**src/rtl/pfd_pkg.sv**
```systemverilog
`timescale 1ns / 1ps

package pfd_pkg;

  // Width of the modulus and of every operand and result value
  localparam int MODULUS_BITS = 11;
  // Signed accumulator for the Bezout coefficient during one quotient step
  localparam int COEF_ACC_BITS = 2 * MODULUS_BITS + 2;
  // Bit counter for the shift-subtract loops
  localparam int BIT_CNT_BITS = $clog2(MODULUS_BITS);
  // Depth of the queue between classifier and engine
  localparam int QUEUE_DEPTH = 2;
  localparam int QUEUE_PTR_BITS = (QUEUE_DEPTH > 1) ? $clog2(QUEUE_DEPTH) : 1;
  localparam int QUEUE_CNT_BITS = $clog2(QUEUE_DEPTH + 1);

  localparam logic [MODULUS_BITS-1:0] MODULUS_RESET = MODULUS_BITS'(2);

  typedef struct packed {
    logic [MODULUS_BITS-1:0] dividend;
    logic [MODULUS_BITS-1:0] divisor;
  } pfd_in_t;

  typedef struct packed {
    logic [MODULUS_BITS-1:0] quotient;
    logic                    error;
  } pfd_out_t;

  // One classified request as it waits in the queue
  typedef struct packed {
    pfd_in_t operands;
    logic    pre_err;
  } pfd_job_t;

  typedef enum logic [2:0] {
    ST_IDLE,
    ST_DIV,
    ST_FIX,
    ST_MUL,
    ST_DONE
  } pfd_state_t;

  // Control strobes from the engine's sequencer to its datapath
  typedef struct packed {
    logic take_job;
    logic load_res;
  } pfd_ctrl_t;

endpackage

```
**src/rtl/pfd_front.sv**
```systemverilog
`timescale 1ns / 1ps

module pfd_front import pfd_pkg::*; (
  input  logic                    clk,
  input  logic                    rst_n,
  input  logic [MODULUS_BITS-1:0] modulus,
  input  logic                    in_valid,
  output logic                    in_ready,
  input  pfd_in_t                 in_data,
  output logic                    job_valid,
  input  logic                    job_ready,
  output pfd_job_t                job_data
);

  pfd_job_t                  mem_r [QUEUE_DEPTH];
  logic [QUEUE_PTR_BITS-1:0] wr_ptr_r, wr_ptr_nxt;
  logic [QUEUE_PTR_BITS-1:0] rd_ptr_r, rd_ptr_nxt;
  logic [QUEUE_CNT_BITS-1:0] count_r, count_nxt;
  logic                      push, pop;
  pfd_job_t                  job_new;

  // Flag requests that can never be answered before they reach the engine
  always_comb begin
    job_new.operands = in_data;
    job_new.pre_err  = (modulus < MODULUS_BITS'(2)) ||
                       (in_data.divisor == '0) ||
                       (in_data.divisor >= modulus) ||
                       (in_data.dividend >= modulus);
  end

  assign in_ready  = (count_r != QUEUE_CNT_BITS'(QUEUE_DEPTH));
  assign push      = in_valid && in_ready;
  assign job_valid = (count_r != '0);
  assign pop       = job_valid && job_ready;
  assign job_data  = mem_r[rd_ptr_r];

  always_comb begin
    wr_ptr_nxt = wr_ptr_r;
    rd_ptr_nxt = rd_ptr_r;
    if (push) begin
      wr_ptr_nxt = (wr_ptr_r == QUEUE_PTR_BITS'(QUEUE_DEPTH - 1)) ? '0 : wr_ptr_r + 1'b1;
    end
    if (pop) begin
      rd_ptr_nxt = (rd_ptr_r == QUEUE_PTR_BITS'(QUEUE_DEPTH - 1)) ? '0 : rd_ptr_r + 1'b1;
    end
    case ({push, pop})
      2'b10:   count_nxt = count_r + 1'b1;
      2'b01:   count_nxt = count_r - 1'b1;
      default: count_nxt = count_r;
    endcase
  end

  always_ff @(posedge clk) begin
    if (!rst_n) begin
      wr_ptr_r <= '0;
      rd_ptr_r <= '0;
      count_r  <= '0;
    end else begin
      wr_ptr_r <= wr_ptr_nxt;
      rd_ptr_r <= rd_ptr_nxt;
      count_r  <= count_nxt;
    end
  end

  always_ff @(posedge clk) begin
    if (push) begin
      mem_r[wr_ptr_r] <= job_new;
    end
  end

endmodule

```
**src/rtl/pfd_back.sv**
```systemverilog
`timescale 1ns / 1ps

module pfd_back import pfd_pkg::*; (
  input  logic                    clk,
  input  logic                    rst_n,
  input  logic [MODULUS_BITS-1:0] modulus,
  input  logic                    job_valid,
  output logic                    job_ready,
  input  pfd_job_t                job_data,
  output logic                    out_valid,
  input  logic                    out_ready,
  output pfd_out_t                out_data
);

  localparam int M  = MODULUS_BITS;
  localparam int TW = COEF_ACC_BITS;

  pfd_state_t state_r, state_nxt;
  pfd_ctrl_t  ctrl;

  logic [M-1:0]            c_r;
  logic [M-1:0]            r0_r, r1_r, rem_r;
  logic signed [M:0]       t0_r, t1_r;
  logic signed [TW-1:0]    tacc_r;
  logic [BIT_CNT_BITS-1:0] bit_r;
  logic                    err_r;
  logic [M-1:0]            inv_r, acc_r;
  logic                    out_valid_r;
  pfd_out_t                out_data_r;
  logic                    out_free;

  // Division step datapath
  logic [2*M-1:0]       dsub;
  logic                 ge;
  logic [M-1:0]         rem_nxt;
  logic signed [TW-1:0] t1_ext, t1_sh, tacc_nxt;

  // Coefficient fix-up and modular multiply datapath
  logic [M:0]   n_ext, t0_u, inv_add, dbl, d1, madd;
  logic [M-1:0] inv_fix, acc_nxt;

  assign out_free = !out_valid_r || out_ready;

  // Restoring division, one quotient bit a cycle; the coefficient follows
  assign dsub     = {{M{1'b0}}, r1_r} << bit_r;
  assign ge       = ({{M{1'b0}}, rem_r} >= dsub);
  assign rem_nxt  = ge ? (rem_r - dsub[M-1:0]) : rem_r;
  assign t1_ext   = {{(TW-M-1){t1_r[M]}}, t1_r};
  assign t1_sh    = t1_ext <<< bit_r;
  assign tacc_nxt = ge ? (tacc_r - t1_sh) : tacc_r;

  // Bring the final coefficient into 0..N-1
  assign n_ext   = {1'b0, modulus};
  assign t0_u    = t0_r;
  assign inv_add = t0_r[M] ? (t0_u + n_ext) : t0_u;
  assign inv_fix = (inv_add >= n_ext) ? M'(inv_add - n_ext) : inv_add[M-1:0];

  // Interleaved modular multiply, dividend bits from the top
  assign dbl     = {acc_r, 1'b0};
  assign d1      = (dbl >= n_ext) ? (dbl - n_ext) : dbl;
  assign madd    = d1 + (c_r[bit_r] ? {1'b0, inv_r} : '0);
  assign acc_nxt = (madd >= n_ext) ? M'(madd - n_ext) : madd[M-1:0];

  always_comb begin
    state_nxt = state_r;
    case (state_r)
      ST_IDLE: begin
        if (job_valid) begin
          state_nxt = job_data.pre_err ? ST_DONE : ST_DIV;
        end
      end
      ST_DIV: begin
        if (bit_r == '0 && rem_nxt == '0) begin
          state_nxt = ST_FIX;
        end
      end
      ST_FIX: begin
        state_nxt = (r0_r != M'(1)) ? ST_DONE : ST_MUL;
      end
      ST_MUL: begin
        if (bit_r == '0) begin
          state_nxt = ST_DONE;
        end
      end
      ST_DONE: begin
        if (out_free) begin
          state_nxt = ST_IDLE;
        end
      end
      default: state_nxt = ST_IDLE;
    endcase
  end

  always_comb begin
    ctrl.take_job = 1'b0;
    ctrl.load_res = 1'b0;
    case (state_r)
      ST_IDLE: ctrl.take_job = 1'b1;
      ST_DONE: ctrl.load_res = out_free;
      default: ;
    endcase
  end

  assign job_ready = ctrl.take_job;

  always_ff @(posedge clk) begin
    if (!rst_n) begin
      state_r     <= ST_IDLE;
      out_valid_r <= 1'b0;
    end else begin
      state_r <= state_nxt;
      if (ctrl.load_res) begin
        out_valid_r <= 1'b1;
      end else if (out_ready) begin
        out_valid_r <= 1'b0;
      end
    end
  end

  always_ff @(posedge clk) begin
    if (ctrl.load_res) begin
      out_data_r.quotient <= err_r ? '0 : acc_r;
      out_data_r.error    <= err_r;
    end
    case (state_r)
      ST_IDLE: begin
        if (job_valid) begin
          c_r    <= job_data.operands.dividend;
          r0_r   <= modulus;
          r1_r   <= job_data.operands.divisor;
          rem_r  <= modulus;
          t0_r   <= '0;
          t1_r   <= (M+1)'(1);
          tacc_r <= '0;
          bit_r  <= BIT_CNT_BITS'(M - 1);
          err_r  <= job_data.pre_err;
          inv_r  <= '0;
          acc_r  <= '0;
        end
      end
      ST_DIV: begin
        if (bit_r == '0) begin
          // close the step: shift the remainder and coefficient pairs
          r0_r   <= r1_r;
          r1_r   <= rem_nxt;
          t0_r   <= t1_r;
          t1_r   <= tacc_nxt[M:0];
          rem_r  <= r1_r;
          tacc_r <= t1_ext;
          bit_r  <= BIT_CNT_BITS'(M - 1);
        end else begin
          rem_r  <= rem_nxt;
          tacc_r <= tacc_nxt;
          bit_r  <= bit_r - 1'b1;
        end
      end
      ST_FIX: begin
        if (r0_r != M'(1)) begin
          err_r <= 1'b1;
        end
        inv_r <= inv_fix;
        acc_r <= '0;
        bit_r <= BIT_CNT_BITS'(M - 1);
      end
      ST_MUL: begin
        acc_r <= acc_nxt;
        if (bit_r != '0) begin
          bit_r <= bit_r - 1'b1;
        end
      end
      default: ;
    endcase
  end

  assign out_valid = out_valid_r;
  assign out_data  = out_data_r;

endmodule

```
**src/rtl/prime_field_modular_divider_top.sv**
```systemverilog
`timescale 1ns / 1ps
// Flow: the queue holds each accepted request until the idle engine takes it; a request
//   flagged on entry goes straight to the done state, any other runs the Euclid steps
//   (at most 16) in the shift-subtract divider, one quotient bit a cycle, then the
//   fix-up and multiply; it takes no new request until its result is registered.
// Reset: rst_n, synchronous, active low; empties the queue and output stage
//   and sets the modulus to 2. No clearing pass.

module prime_field_modular_divider_top import pfd_pkg::*; (
  input  logic                    clk,
  input  logic                    rst_n,
  input  logic                    in_valid,
  output logic                    in_ready,
  input  pfd_in_t                 in_data,
  output logic                    out_valid,
  input  logic                    out_ready,
  output pfd_out_t                out_data,
  input  logic                    cfg_we,
  input  logic [MODULUS_BITS-1:0] cfg_wdata
);

  // Modulus register; software must write it only while no request is in flight (not enforced)
  logic [MODULUS_BITS-1:0] modulus_r;

  // Queue side between classifier and engine
  logic     job_valid;
  logic     job_ready;
  pfd_job_t job_data;

  always_ff @(posedge clk) begin
    if (!rst_n) begin
      modulus_r <= MODULUS_RESET;
    end else if (cfg_we) begin
      modulus_r <= cfg_wdata;
    end
  end

  // Front: take each request, flag impossible ones, hold it in the queue
  pfd_front u_front (
    .clk       (clk),
    .rst_n     (rst_n),
    .modulus   (modulus_r),
    .in_valid  (in_valid),
    .in_ready  (in_ready),
    .in_data   (in_data),
    .job_valid (job_valid),
    .job_ready (job_ready),
    .job_data  (job_data)
  );

  // Back: extended Euclid for the inverse, then multiply by the dividend
  // mod N; the result waits in an output register so the engine can move on
  pfd_back u_back (
    .clk       (clk),
    .rst_n     (rst_n),
    .modulus   (modulus_r),
    .job_valid (job_valid),
    .job_ready (job_ready),
    .job_data  (job_data),
    .out_valid (out_valid),
    .out_ready (out_ready),
    .out_data  (out_data)
  );

endmodule
```
**config.mk**
```make
export PLATFORM = sky130hd
export DESIGN_NAME = prime_field_modular_divider_top
export DESIGN_NICKNAME = d
export VERILOG_FILES = /design/src/rtl/pfd_pkg.sv /design/src/rtl/pfd_front.sv /design/src/rtl/pfd_back.sv /design/src/rtl/prime_field_modular_divider_top.sv
export SDC_FILE = /design/constraint.sdc
export NUM_CORES = 1
export LEC_CHECK = 0
export BUFFER_PORTS_ARGS = -buffer_cell sky130_fd_sc_hd__buf_4
export CORE_ASPECT_RATIO = 1.75
export CORE_MARGIN = 2
export CORE_UTILIZATION = 65
export CTS_BUF_LIST = sky130_fd_sc_hd__clkbuf_4
export CTS_CLUSTER_SIZE = 12
export DETAILED_ROUTE_END_ITERATION = 8
export PLACE_DENSITY_LB_ADDON = 0.08
export SYNTH_ARGS = -nofsm -noshare
export SYNTH_HDL_FRONTEND = slang
export SYNTH_SLANG_ARGS = --single-unit
export TNS_END_PERCENT = 10
```
**constraint.sdc**
```tcl
create_clock -name clk -period 14.8 [get_ports clk]
set_clock_uncertainty 0.05 [all_clocks]
set_input_delay 0.74 -clock clk [delete_from_list [all_inputs] [get_ports clk]]
set_output_delay 0.74 -clock clk [all_outputs]
set_load 0.05 [all_outputs]
```
==> results.md, run 1 <==
- Result of the run: completed
- Min-Delay Path Class: input port to register
- Synth Net Count: 1435
- Slowest CP cell: edfxtp_1
- Leading post-synthesis cells by cell area: edfxtp_1 (38%), ha_1 (9.7%), mux2i_1 (4.9%), a21oi_1 (4.3%), nor2_1 (3.2%)
- Element type at the critical path start: register
- Number of optimization iterations in the first detailed-route pass: 5
- Width of the die: 111 um
- Slew at the pin closest to its max-slew limit: 1.15 ns
- Max Fclk: 145 MHz
- Reg-to-reg setup timing slack: 7.90 ns
- Clk_lat worst skew: 0.61 ns
- Clock tree from TritonCTS: built
- Relative max-transition margin: 23.2%
- Post-Syn Area per Cell: 10.1 um2
- Type of element capturing the critical path: register
- IO Count: 52
- Wirelength per Cell: 21.3 um
- Maximum number of pins on one net before global-route repair: 44
- Post-CTS setup-driven buffer insertion count: 0
- Max cap viols: 0
- Cts bufs inserted: 17
- Core Box Area: 0.0197 mm2
- Final net count: 1468
- Number of fillers in the final layout: 1520
- Number of remaining DRC errors: 0
- Largest stage delay on the critical path: 0.94 ns
- Share of flip-flops with an asynchronous set or reset: 0%
- Final non-filler cell area: 0.0140 mm2
- Fraction of layout cells with a size suffix above 1: 12.4%
- Total of warnings raised by yosys: 0
- Part of the Yosys area used for sequential elements: 41.0%
- Clock Sinks: 185
- Hold buffer count at cts: 0
- Flops & latches, synth: 185
- Number of pins exceeding their max-slew limit in the final report: 0
- Most used DFF post-synth: edfxtp_1
- Remaining global-route overflow: 0
- Input/output buffers: 51
- Deepest level of the CTS H-tree: 4
- CP cell instances: nor2b_1, a22oi_1, nand2_1, a21oi_1, a211oi_1, buf_4, and2_1, ha_1, inv_1, fa_1, nor2b_1, o21ai_0, a21boi_0, o21ai_0, nor2b_1, xnor2_1, ha_1, nand4_1, o211ai_1, o221ai_1, a21oi_1, or4_1, nand2_2, mux2_1
- Count of buffer and inverter cells on the critical path: 2
- Post-detailed-placement cell area: 0.0136 mm2
- Total track usage: 32.4%
- Crit path time final: 6.90 ns
- Cells resized by post-CTS repair: 0
- Total routed wirelength: 33600 um
- Starting DRT DRC Count: 742
- Path type of the worst setup path: register to register
- Post-synthesis instance area: 0.0131 mm2
- Arrival @ worst endpoint: 7.24 ns
- Post-detail-place hpwl: 25800 um
- Cell at the root of the clock tree: clkbuf_4
- Number of distinct library cells after synthesis: 79
- Global-route wire length before repair: 53600 um
- Initial Util: 66.1%
- Setup repair after global routing missed its margin: no
- Final Hold Violating Endpoints: 0
- Die Area: 0.0213 mm2
- Required time of the critical path: 15.13 ns
- Number of flops mapped to enable cells by yosys: 165
- Share of the clock period used by the worst path after layout: 46.6%
- Final-layout setup total negative slack: 0 ns
- Final setup violating endpoints: 0
- Crit-path max FO: 25
- Clock tree buffer depth: 2
- Delay-heaviest family, CP: simple AND/OR/NAND/NOR gates
- Gpl congestion: 0.925
- Total vias in the final route: 10300
- Number of global-route vias before repair: 10200
- Synthesized instance count: 1289
- Fraction of post-synthesis cell area in the top cell type by area: 38.0%
- Area taken by multi-input logic gates: 0.00729 mm2
- Die Height: 191 um
- Clock transition time at the flip-flop clock pins of the worst setup and hold paths: 0.18 ns
- Antenna violations before repair: 1
- Cell with the most instances on the worst path: nor2b_1
- Storage cell area: 0.00536 mm2
- Signed area change from the synthesized netlist to the final layout: 6.89%
- Number of nets with antenna violations after routing: 0
- Library cell with the largest summed area after synthesis: edfxtp_1
- Site row count: 68
- Vias/cell: 6.51
-- per-stage QoR --
step                utilization (%)  worst slack (ns)  hold WS [ns]  instances
global placement               69.1              8.12         0.435       1548
global route                   70.7              7.37         0.230       1581
finish                         70.7              7.90         0.264       1581
detailed placement             69.1              8.04         0.452       1548
floorplan                         -              8.86         0.399       1289
CTS                            70.7              8.02         0.238       1580
-- placed cells by master, fill, tap and decap left out, drive strengths merged, types with 20 or more instances in the layout --
| master | instances |
|---|---|
| xnor2 | 35 |
| inv | 64 |
| buf | 63 |
| edfxtp | 165 |
| nor2b | 44 |
| nand3 | 28 |
| a21o | 21 |
| mux2i | 65 |
| nor3 | 33 |
| o21ai | 75 |
| a21oi | 111 |
| mux2 | 33 |
| ha | 101 |
| dfxtp | 20 |
| nand2 | 77 |
| a211oi | 22 |
| and2 | 28 |
| nor2 | 114 |
-- flip-flops by register name, summed over array words and instances, names as in the netlist, named ones only --
name	cells
u_back.rem_r	11
modulus_r	11
u_back.acc_r	11
u_back.err_r	1
u_back.t0_r	12
u_back.t1_r	12
u_back.r1_r	11
u_back.inv_r	11
u_front.rd_ptr_r	1
u_back.r0_r	11
u_back.c_r	11
u_front.mem_r	46
u_front.count_r	2
u_back.tacc_r	12
u_back.bit_r	4
u_back.state_r	3
u_front.wr_ptr_r	1
u_back.out_data	12
u_back.out_valid	1
-- cell families after synthesis --
group | count (synthesis) | synth area share, %
buffers and inverters | 105 | 3.39
XOR/XNOR | 52 | 3.49
flip-flops | 185 | 41.0
AO/OA/AOI/OAI | 321 | 15.5
multiplexers | 110 | 10.1
AND/OR/NAND/NOR | 408 | 15.7
adder cells (fa/ha/maj) | 108 | 10.8
-- per-layer routing --
metal  up-vias  share of wire (%)  GRT usage (%)  wire [um]
met5         -                  0              0          0
li1       4903                  -              -          -
met2       361                 52           58.6      17600
met1      4915                 37           36.8      12300
met3       117                4.5           3.23       1500
met4         0                6.5           19.6       2170
-- worst paths after layout --
kind	start	to	depth (start not counted)
min reg2reg	u_front.rd_ptr_r	u_front.rd_ptr_r	2
min	in_data[20]	u_front.mem_r[1][21]	1
max reg2reg	u_back.bit_r[3]	u_back.acc_r[9]	24
max	u_back.bit_r[3]	u_back.acc_r[9]	24
-- cell usage after synthesis (5+ instances only) --
cell and instances:
a211oi_1 21, a21o_1 21, a21oi_1 111, a311oi_1 5, a31oi_1 14, and2_1 28
and3_1 8, buf_2 6, buf_6 5, clkbuf_1 33, dfxtp_1 20, edfxtp_1 165
fa_1 7, ha_1 101, inv_1 54, mux2_2 27, mux2i_1 64, mux4_2 10
nand2_1 76, nand2b_1 15, nand3_1 28, nand4_1 11, nor2_1 113, nor2b_1 44
nor3_1 33, nor4_1 15, o211ai_1 8, o21a_1 14, o21ai_0 72, o311ai_0 5
o31ai_1 5, or2_2 12, or3_1 10, xnor2_1 35, xor2_1 17
-- area by class of cell --
type                            count  share of cell area, %
Clock buffer                       17                  0.915
Inverter                           56                   1.51
Timing Repair Buffer               63                   3.39
Multi-Input combinational cell    999                   52.2
Sequential cell                   185                   38.4
Antenna cell                        1                 0.0179
Tap cell                          245                   2.20
Clock inverter                     15                   1.35
Power of run 1 is left out: the tool's default activity adds up to more than one toggle a clock period on the data nets, which glitch-free logic cannot reach.
==> run 2: changes to the inputs <==
--- a/config.mk
+++ b/config.mk
@@ -8,7 +8,7 @@
 export BUFFER_PORTS_ARGS = -buffer_cell sky130_fd_sc_hd__buf_4
 export CORE_ASPECT_RATIO = 1.75
 export CORE_MARGIN = 2
-export CORE_UTILIZATION = 65
+export CORE_UTILIZATION = 59
 export CTS_BUF_LIST = sky130_fd_sc_hd__clkbuf_4
 export CTS_CLUSTER_SIZE = 12
 export DETAILED_ROUTE_END_ITERATION = 8
==> constraint.sdc (replaced) <==
create_clock -name clk -period 5.72 [get_ports clk]
set_clock_uncertainty 0.05 [all_clocks]
set_input_delay 0.286 -clock clk [delete_from_list [all_inputs] [get_ports clk]]
set_output_delay 0.286 -clock clk [all_outputs]
set_load 0.05 [all_outputs]
==> results.md, run 2 (same netlist as run 1, synthesis figures left out) <==
- IO Count: 52
- End of the worst register-to-register path: u_back.acc_r[9]
- Min-Delay Path Class: input port to register
- Total vias in the final route: 10700
- Starting DRT DRC Count: 632
- Clock transition time at the flip-flop clock pins of the worst setup and hold paths: 0.17 ns
- Met3 WL: 1350 um
- Gpl congestion: 0.969
- Clk_lat worst skew: 0.63 ns
- Number of cell instances on the worst register-to-register path: 25
- Vias/cell: 6.09
- Result of the run: completed
- Max reg flops: 46
- Signed area change from the synthesized netlist to the final layout: 16.1%
- Crit-path max FO: 7
- Total track usage: 31.6%
- Share of the clock period used by the worst path after layout: 99.1%
- Setup repair after global routing missed its margin: yes
- Number of optimization iterations in the first detailed-route pass: 5
- Number of instances on the worst hold path: 3
- Required time of the critical path: 6.06 ns
- Deepest level of the CTS H-tree: 4
- Global-route wire length before repair: 55500 um
- Number of remaining DRC errors: 0
- Maximum number of pins on one net before global-route repair: 38
- Total routed wirelength: 36100 um
- Slew at the pin closest to its max-slew limit: 1.19 ns
- Clock tree from TritonCTS: built
- Clock tree buffer depth: 2
- Final Hold Violating Endpoints: 0
- Sink of the worst hold path: modulus_r[2]
- Final net count: 1588
- Relative max-transition margin: 20.7%
- Site row count: 72
- Element type at the critical path start: register
- Final setup violating endpoints: 0
- Initial Util: 59.6%
- Number of global-route vias before repair: 10700
- Clock Sinks: 185
- Antenna violations before repair: 1
- Final-layout setup total negative slack: 0 ns
- Max cap viols: 0
- Die Area: 0.0234 mm2
- Fraction of layout cells with a size suffix above 1: 18.5%
- Wirelength per Cell: 20.6 um
- Post-detail-place hpwl: 28100 um
- Max Fclk: 177 MHz
- Uppermost layer routed: met4
- Register with the highest flop count: u_front.mem_r
- Die Height: 201 um
- Startpoint of the tightest hold check path: cfg_we
- Width of the die: 116 um
- Remaining global-route overflow: 0
- Cts bufs inserted: 17
- Type of element capturing the critical path: register
- Cell at the root of the clock tree: clkbuf_4
- Input/output buffers: 51
- Core Box Area: 0.0219 mm2
- Path type of the worst setup path: register to register
- Critical register-to-register path startpoint: u_back.acc_r[4]
- Arrival @ worst endpoint: 6.00 ns
- Number of nets with antenna violations after routing: 0
- Most common cell after layout, fill and taps aside: edfxtp_1
- Reg-to-reg setup timing slack: 0.05 ns
- Most frequent cells in the layout: edfxtp_1 (165), buf_4 (142), nor2_1 (109)
- Number of pins exceeding their max-slew limit in the final report: 0
- Routed metal-1 wire length: 13000 um
- Critical path origin: u_back.acc_r[4]
- Detailed-routed wire length on met2: 19300 um
- Crit path time final: 5.67 ns
[run 2: changes by cell type in the layout (fill, tap and decap cells not counted), moves of 4 or more]
cell           delta
buf_4            +79
a21oi_1           -5
inv_8             -4
a21oi_2           +5
dlygate4sd3_1    +38
[run 2: worst max-delay path by stage]
| stage | depth (start not counted) | to | slack, ns |
|---|---|---|---|
| CTS | 26 | u_back.acc_r[2] | 0.005 |
| floorplan | 26 | u_back.acc_r[9] | 0.05 |
| global placement | 25 | u_back.acc_r[2] | -0.06 |
| finish | 25 | u_back.acc_r[9] | 0.05 |
| detailed placement | 25 | u_back.acc_r[2] | -0.18 |
| global route | 25 | u_back.acc_r[9] | -0.19 |
[run 2: critical path, stage by stage (launching register included)]
cell	delay, ns
edfxtp_1	0.47
ha_4	0.24
a21oi_2	0.14
o21ai_2	0.07
or3_4	0.35
o221a_4	0.25
o31ai_4	0.31
nand2_4	0.12
buf_6	0.14
a21oi_2	0.10
ha_1	0.26
buf_6	0.14
a311oi_4	0.31
buf_4	0.17
inv_1	0.05
a21oi_2	0.15
xnor2_2	0.15
ha_1	0.29
a21o_1	0.17
nand3_1	0.07
o211ai_1	0.13
o221ai_2	0.23
a21oi_2	0.13
or4_4	0.54
nand2_2	0.08
mux2_1	0.32
[run 2: layer usage]
metal,GRT usage (%),up-vias
met5,0,-
met4,19.6,0
met3,4.41,115
met2,57.4,332
met1,33.2,5083
li1,-,5139
[run 2: repair_timing]
item | 4_1_cts | 5_1_grt
endpoints found under the hold margin | 59 | 0
gates resized for setup | 5 | 25
pin swaps | 2 | 18
setup endpoints to repair | 11 | 11
hold buffers | 38 | 0
setup buffers | 0 | 6
[run 2: through the flow]
step                      hold WS, ns  setup WS [ns]  utilization, %  cell area [um2]  instances
after CTS                   0.0000491        0.00531            68.5            15000       1745
after global placement          0.435        -0.0583            65.3            14300       1675
after floorplan                 0.335         0.0538               -            13100       1289
after detailed placement        0.438         -0.177            65.3            14300       1675
final                          0.0376         0.0543            69.2            15200       1752
after global routing           0.0115         -0.188            69.2            15200       1752
[run 2: area by class of cell]
cell class,count,area (um2)
clock buffer,17,128
tap,296,370
clock inverter,15,163
multi-input combinational,999,7440
antenna,1,2.50
sequential,185,5360
fill,1706,6740
timing repair buffer,183,1480
inverter,56,210
Power of run 2 is left out for the same reason.
==> run 3: changes to the inputs <==
==> constraint.sdc (replaced) <==
create_clock -name clk -period 5.72 [get_ports clk]
set_clock_uncertainty 0.05 [all_clocks]
set_input_delay 1.144 -clock clk [delete_from_list [all_inputs] [get_ports clk]]
set_output_delay 1.144 -clock clk [all_outputs]
set_load 0.05 [all_outputs]
==> results.md, run 3 (same netlist as run 1, synthesis figures left out) <==
- Result of the run: completed
- Site row count: 72
- Most frequent cells in the layout: edfxtp_1 (165), buf_4 (142), nor2_1 (109)
- Cell at the root of the clock tree: clkbuf_4
- Most common cell after layout, fill and taps aside: edfxtp_1
- Final non-filler cell area: 0.0148 mm2
- Die Area: 0.0234 mm2
- Slowest CP cell: or4_4
- Number of global-route vias before repair: 10500
- Slew at the pin closest to its max-slew limit: 1.14 ns
- Clock tree buffer depth: 2
- Setup repair after global routing missed its margin: yes
- Crit-path max FO: 7
- Final net count: 1550
- Post-detail-place hpwl: 28100 um
- Element type at the critical path start: register
- Antenna violations before repair: 1
- Area taken by multi-input logic gates: 0.00744 mm2
- Register with the highest flop count: u_front.mem_r
- Number of fillers in the final layout: 1760
- Gpl congestion: 0.969
- Cts bufs inserted: 17
- Max cap viols: 0
- IO Count: 52
- Clock transition time at the flip-flop clock pins of the worst setup and hold paths: 0.16 ns
- Clk_lat worst skew: 0.62 ns
- Number of optimization iterations in the first detailed-route pass: 5
- Type of element capturing the critical path: register
- Final Hold Violating Endpoints: 0
- Fraction of layout cells with a size suffix above 1: 19.0%
- Arrival @ worst endpoint: 6.00 ns
- Width of the die: 116 um
- Delay-heaviest family, CP: compound AO/OA/AOI/OAI gates
- Final setup violating endpoints: 0
- Global-route wire length before repair: 54600 um
- Storage cell area: 0.00536 mm2
- Deepest level of the CTS H-tree: 4
- Relative max-transition margin: 23.8%
- Clock Sinks: 185
- Total vias in the final route: 10500
- Share of the clock period used by the worst path after layout: 99.0%
- Number of nets with antenna violations after routing: 0
- Hold buffer count at cts: 0
- Number of remaining DRC errors: 0
- Starting DRT DRC Count: 613
- Min-Delay Path Class: register to register
- Total routed wirelength: 35600 um
- Signed area change from the synthesized netlist to the final layout: 13.1%
- Wirelength per Cell: 20.7 um
- Number of pins exceeding their max-slew limit in the final report: 0
- Remaining global-route overflow: 0
- Core Box Area: 0.0219 mm2
- Die Height: 201 um
- Largest stage delay on the critical path: 0.54 ns
- Vias/cell: 6.13
- Crit path time final: 5.66 ns
- Max Fclk: 177 MHz
- Required time of the critical path: 6.05 ns
- Path type of the worst setup path: register to register
- Max reg flops: 46
- Clock tree from TritonCTS: built
- Initial Util: 59.6%
- Total track usage: 31.1%
- Cell with the most instances on the worst path: a21oi_2
- Post-detailed-placement cell area: 0.0143 mm2
- Final Hold Slack: 0.483 ns
- Input/output buffers: 51
- Maximum number of pins on one net before global-route repair: 38
- Count of buffer and inverter cells on the critical path: 4
[run 3: cell count changes in the layout (fill, tap and decap cells not counted), sizes merged]
| cell | previous run | this run |
|---|---|---|
| dlygate4sd3 | 38 | 0 |
[run 3: layout make-up]
cell class	instances	share of cell area, %
diodes	1	0.0169
clock buffers	17	0.864
flip-flops and latches	185	36.3
inverters	56	1.42
repair buffers	145	7.45
clock inverters	15	1.10
multi-input cells	999	50.4
well taps	296	2.51
[run 3: worst register-to-register path: cells and delay by family (launching register included)]
family | cells | cell delay (ns)
DFF | 1 | 0.47
buffers and inverters | 4 | 0.50
xor gates and xnor gates | 1 | 0.14
AOI/OAI and AO/OA | 11 | 1.98
muxes | 1 | 0.32
and+or+nand+nor | 5 | 1.16
adders and majority gates | 3 | 0.79
[run 3: per-stage QoR]
step	setup TNS (ns)	cells	utilization (%)	worst slack [ns]
detailed placement	-1.33	1675	65.3	-0.177
CTS	0	1707	66.8	0.00531
global route	-1.40	1714	67.5	-0.188
global placement	-0.104	1675	65.3	-0.0583
floorplan	0	1289	-	0.0538
finish	0	1714	67.5	0.0552
[run 3: timing repair]
item,4_1_cts,5_1_grt
endpoints found under the setup margin,11,11
buffers inserted,0,6
pin swaps,2,18
gates resized for setup,5,25
hold endpoints to repair,0,0
[run 3: final timing paths]
check | from | cells after the start | to | slack (ns)
min | u_front.rd_ptr_r | 2 | u_front.rd_ptr_r | 0.48
max reg2reg | u_back.acc_r[4] | 25 | u_back.acc_r[9] | 0.06
min reg2reg | u_front.rd_ptr_r | 2 | u_front.rd_ptr_r | 0.48
max | u_back.acc_r[4] | 25 | u_back.acc_r[9] | 0.06
[run 3: routing by layer]
metal | up-vias | wire length, um | track usage, %
met2 | 291 | 19200 | 56.6
met3 | 110 | 1230 | 4.17
met5 | - | 0 | 0
li1 | 5062 | - | -
met4 | 0 | 2320 | 19.3
met1 | 5042 | 12800 | 32.8
Power of run 3 is left out for the same reason.
